===== src/hw/rtl/ioq_pkg.sv =====
// shared types, constants and helper functions for the issue queue select block
// no dependencies; every other file refers to it by scoped names
`timescale 1ns / 1ps

package ioq_pkg;

    localparam int SLOT_W      = 8;
    localparam int CAP_PER_WAY = 5;

    localparam logic [2:0] LAT_ALU = 3'd1;
    localparam logic [2:0] LAT_MUL = 3'd2;
    localparam logic [2:0] LAT_DIV = 3'd5;
    localparam logic [1:0] OP_MUL  = 2'd1;
    localparam logic [1:0] OP_DIV  = 2'd2;

    typedef enum logic [1:0] {
        CMD_INSERT = 2'd0,
        CMD_WAKE   = 2'd1,
        CMD_ISSUE  = 2'd2
    } t_kind;

    typedef enum logic [1:0] {
        B_IDLE,
        B_STAMP,
        B_PASS,
        B_FLUSH
    } t_bstate;

    typedef struct packed {
        t_kind        kind;
        logic [5:0]   slot;
        logic [31:0]  age;
        logic [1:0]   op;
        logic         p1;
        logic         p2;
        logic [31:0]  now;
        logic [5:0]   occ;
    } t_cmd;

    typedef struct packed {
        logic              vld;
        logic [31:0]       age;
        logic [SLOT_W-1:0] slot;
        logic [1:0]        op;
        logic [31:0]       seen;
    } t_node;

    typedef struct packed {
        logic        issued;
        logic [5:0]  slot;
        logic [31:0] age;
        logic [2:0]  lat;
        logic [31:0] qwait;
        logic        last;
    } t_res;

    typedef struct packed {
        logic full;
        logic empty;
    } t_qstat;

    function automatic logic [2:0] lat_of(input logic [1:0] op);
        logic [2:0] l;
        l = LAT_ALU;
        if (op == OP_MUL) l = LAT_MUL;
        if (op == OP_DIV) l = LAT_DIV;
        return l;
    endfunction

    // lower half holds lower slots, so it wins ties
    function automatic t_node pick(input t_node a, input t_node b);
        t_node r;
        r = a;
        if (b.vld && (!a.vld || (b.age < a.age))) r = b;
        return r;
    endfunction

endpackage


===== src/hw/rtl/ioq_fifo.sv =====
// short command queue between the front end and the select engine
// depends on ioq_pkg
`timescale 1ns / 1ps

module ioq_fifo #(
    parameter int DEPTH = 4
) (
    input  logic            i_clk,
    input  logic            i_rst_n,
    input  logic            i_push,
    input  ioq_pkg::t_cmd   i_cmd,
    input  logic            i_pop,
    output ioq_pkg::t_cmd   o_cmd,
    output ioq_pkg::t_qstat o_qstat
);

    localparam int AW = (DEPTH > 1) ? $clog2(DEPTH) : 1;
    localparam int CW = $clog2(DEPTH + 1);

    ioq_pkg::t_cmd r_mem [DEPTH];
    logic [AW-1:0] r_wr, r_rd;
    logic [CW-1:0] r_cnt;

    assign o_qstat.full  = r_cnt == CW'(DEPTH);
    assign o_qstat.empty = r_cnt == '0;
    assign o_cmd         = r_mem[r_rd];

    always_ff @(posedge i_clk) begin
        if (i_push) begin
            r_mem[r_wr] <= i_cmd;
        end
    end

    always_ff @(posedge i_clk) begin
        if (!i_rst_n) begin
            r_wr  <= '0;
            r_rd  <= '0;
            r_cnt <= '0;
        end else begin
            if (i_push) begin
                r_wr <= (r_wr == AW'(DEPTH - 1)) ? '0 : r_wr + 1'b1;
            end
            if (i_pop) begin
                r_rd <= (r_rd == AW'(DEPTH - 1)) ? '0 : r_rd + 1'b1;
            end
            r_cnt <= r_cnt + CW'(i_push) - CW'(i_pop);
        end
    end

endmodule


===== config.mk =====
export PLATFORM = sky130hd
export DESIGN_NAME = ioq_fifo
export DESIGN_NICKNAME = d
export VERILOG_FILES = /design/src/hw/rtl/ioq_pkg.sv /design/src/hw/rtl/ioq_fifo.sv
export SDC_FILE = /design/constraint.sdc
export NUM_CORES = 1
export LEC_CHECK = 0
export ABC_CLOCK_PERIOD_IN_PS = 6010
export BUFFER_PORTS_ARGS = -buffer_cell sky130_fd_sc_hd__buf_2
export CORE_UTILIZATION = 44
export CTS_CLUSTER_DIAMETER = 30
export CTS_CLUSTER_SIZE = 25
export DETAILED_ROUTE_END_ITERATION = 8
export PLACE_DENSITY = 0.72
export SLEW_MARGIN = 20
export SYNTH_ARGS = -nofsm -noshare
export SYNTH_HDL_FRONTEND = slang
export SYNTH_SLANG_ARGS = --single-unit

===== constraint.sdc =====
create_clock -name i_clk -period 6.01 [get_ports i_clk]
set_input_delay 1.202 -clock i_clk [delete_from_list [all_inputs] [get_ports i_clk]]
set_output_delay 1.202 -clock i_clk [all_outputs]
set_load 0.01 [all_outputs]

# Word level (Yosys, flattened, before mapping)
# Memory sizes are Yosys's and may differ from the RTL's. A register that Yosys moved wholly into a read port is not among the register bits.
# Cells that the tools add are included.
# classes
addsub	4
n_reduce_logical	1
muxes	6
eq_ne	3
# op_table
cell	n
$mux 2	4
$add 2x1->2 const B	2
$eq 2x2->1 const B	2
$add 3x1->3	1
$eq 3x3->1 const B	1
$logic_not 3->1	1
$sub 3x1->3	1
$mux 1	2
# word_totals
regBits	7
n_memories	1
in_bits	86
ram_bits	328
# mem_list
name	depth	word_bits	rd	rd_ports_with_merged_regs	wr	line	text
r_mem	4	82	1	1	1	ioq_fifo.sv:20	ioq_pkg::t_cmd r_mem [DEPTH];

# Longest topological paths before layout
# logic_depth
ltp_word	4
mapped_depth	7
ltp_nobuf	7

# Worst setup path before layout
# Ideal clock, no wire load.
# synth_path
path_kind	input -> register
startpoint	input port i_push
endpoint	memory r_mem[0][0] in the netlist's numbering, enable pin
stages	1
setup_slack_ns	2.451
arrival_ns	3.110
n_path_buf	0
required_time_ns	5.561
setup_time_ns	0.449
path_cell_list	and2_1
# synth_via
elab_chain_len	2
# synth_rtl
item	line	text
start: declaration	ioq_fifo.sv:10	input logic i_push,
$mux 1	ioq_fifo.sv:29	if (i_push) begin
$mux 1 (not written as such)	ioq_fifo.sv:30	r_mem[r_wr] <= i_cmd;
end: declaration	ioq_fifo.sv:20	
# Every way passes these cells.

==> results_dict.tcl <==
set metrics [dict create \
    synth_warnings 0 \
    clock_skew_ns 0.01302 \
    clock_path_buffers 3 \
    irDropWorstVdd_uv 247.4 \
    clock_sinks 337 \
    hold_viol_final 0 \
    synthDominantCellAreaShare 0.7960 \
    synth.most_common_cell "edfxtp_1" \
    netlist_top_cells_count "328 x edfxtp_1, 81 x mux4_2, 9 x dfxtp_1" \
    pwr-share-clk 0.507 \
    pre_cts_ws_ns 2.619 \
    status "complete, no violations" \
    synthTopCellsByArea "edfxtp_1 80%, mux4_2 15%, dfxtp_1 1.5%" \
    fmax_mhz 259.9 \
    drv_slew 0 \
    syn-num-nets 566 \
    numPortBuffers 169 \
    rsz0062_at_grt "no" \
    arrival_ns 2.65 \
    cts_tree "built" \
    post-route-period-util 0.6403 \
    drc_errors 0 \
    gp_congestion 0.7015 \
    start_util 0.4466 \
    drtPass1Iterations 6 \
    end_kind "primary output" \
    fill_cells 2057 \
    finalSetupTns_ns 0 \
    die_h_um 169.7 \
    ys.flop_type "edfxtp_1" \
    placed_cell_area_sq_mm 0.01355 \
    synth_edf_count 328 \
    netlist_instances 472 \
    num_rows 61 \
    post_drt_via_cell_ratio 5.028 \
    wirelength_mm 22.29 \
    clkTransAtPathRegs_ns 0.05 \
    finalSetupViolations 0 \
    antenna_found_initial 3 \
    drive_gt1_frac 0.4899 \
    ant_nets 0 \
    die-area_sq_mm 0.02879 \
    grt_max_degree 53 \
    die_width_um 169.7 \
    period_minus_slack_ns 3.848 \
    p_per_area_mw_per_mm2 410.0 \
    post_cts_resized 0 \
    syn_area_sq_mm 0.01237 \
    p_seq_frac 0.429 \
    synth-seq-cells 337 \
    grt_usage 0.1587 \
    fin_ws_ns 2.162 \
    p_comb_frac 0.064 \
    cp.required_ns 4.81 \
    ys_seq_area_frac 0.8106 \
    switching_power_mw 1.360 \
    h-tree-depth 2 \
    design_area_sq_mm 0.01554 \
    grt_overflow_total 0 \
    hpwl_mm 12.93 \
    coreArea_sq_mm 0.02771 \
    hold_path.class "register to register" \
    ys_async_sr_fraction 0 \
    cp-start-kind "register" \
    cts-root-buf "clkbuf_16" \
    critPathMaxFanout 42 \
    grt_pass1_vias 6283 \
    clk-insertion-delay-late_ns 0.56 \
    placedCellCount 1007 \
    finalNonFillerCells 1118 \
    drt_iter0_drc 310 \
    ios 170 \
    hold_ws_ns 0.5208 \
    cts_made_buffers 58 \
    ctsHoldBuffers 0 \
    cts_setup_buffers 0 \
    yosys.cell_types.count 20 \
    yosys.area.top_type "edfxtp_1" \
    vias 5621 \
    wl_per_cell_um 19.93 \
    final_net_count 783 \
    area_growth_pct 25.57 \
    p_leak_nw 5.354 \
    tightest_slew_ns 0.8701 \
    drv_cap 0 \
    swShare 0.2134 \
    worstSetupPathType "register to primary output" \
    syn-mean-instance-area_sq_um 26.21 \
    p_int_mw 5.011 \
    slew_headroom 0.4199 \
    grt_pass1_wl_mm 34.12 \
]
critical path: stages (launching register included):
cell     delay (ns)
dfxtp_4        0.93
buf_12         0.41
mux4_2         0.57
buf_2          0.16
placed cells by master (no fill, tap or decap):
cell and count:
clkinv_2 9, nor2_1 3, fa_1 1, buf_2 169, clkinv_1 7, nand2b_1 2, bufinv_16 8, xor3_1 1
inv_6 8, buf_4 5, edfxtp_1 328, a21oi_1 2, buf_12 1, mux4_2 81, clkinv_4 8, clkbuf_1 5
clkinvlp_4 6, diode_2 1, inv_1 7, dfxtp_4 2, and2_1 2, and2_4 4, mux4_1 1, ha_1 7
or3b_2 2, and3_1 1, nor3_1 1, mux2i_1 2, dfxtp_1 7, clkinv_8 1, clkbuf_16 58
state kept, by name, summed over array words and instances (netlist names), named ones only:
register,cells
r_rd,2
r_wr,2
r_mem,328
r_cnt,3
cell type report:
cell class                 instances  area [sq um]  area share
antenna                            1         2.502   0.0001611
clock buffer                      63          1470     0.09462
clock inverter                    47         513.0     0.03302
inverter                           7         26.28    0.001691
multi-input combinational        110          2112      0.1359
sequential                       337         10040      0.6460
tap                              378         473.0     0.03044
timing repair buffer             175         903.4     0.05814
metrics by stage:
| stage | power (mW) | utilization |
|---|---|---|
| 6_report | 6.371 | 0.5608 |
| 3_5_place_dp | 3.195 | 0.4891 |
| 5_1_grt | 6.578 | 0.5607 |
| 3_3_place_gp | 3.173 | 0.4891 |
| 4_1_cts | 6.436 | 0.5607 |
| 2_1_floorplan | 3.025 | - |
kinds of logic after synthesis:
group	count (synthesis)	synth area share
multiplexers	84	0.1512
flip-flops	337	0.8106
adder cells (fa/ha/maj)	8	0.008696
buffers and inverters	25	0.01952
XOR/XNOR	1	0.001921
AO/OA/AOI/OAI	2	0.0008090
AND/OR/NAND/NOR	15	0.007281
metal layers:
layer,global-route usage,vias to the layer above,share of wire
met4,0.05405,2,0.023
met5,0,-,0.00040
li1,-,2492,-
met2,0.2764,176,0.51
met3,0.04174,52,0.055
met1,0.1914,2899,0.41
power groups by stage:
stage	Clock (mW)	Sequential [mW]	Combinational, mW
2_1_floorplan	0	2.75	0.271
3_3_place_gp	0	2.77	0.403
3_5_place_dp	0	2.78	0.417
4_1_cts	3.28	2.73	0.419
5_1_grt	3.39	2.74	0.444
6_report	3.23	2.73	0.408
final timing paths:
path | startpoint | to | slack [ns] | cells past startpoint
hold / removal | r_rd[0] | register | 0.52 | 2
setup reg to reg | r_wr[0] | r_mem[0][28] | 3.80 | 4
setup / recovery | register | o_cmd[77] | 2.16 | 3
hold reg to reg | r_rd[0] | register | 0.52 | 2
Note: power is estimated with default switching activity, not from simulation.
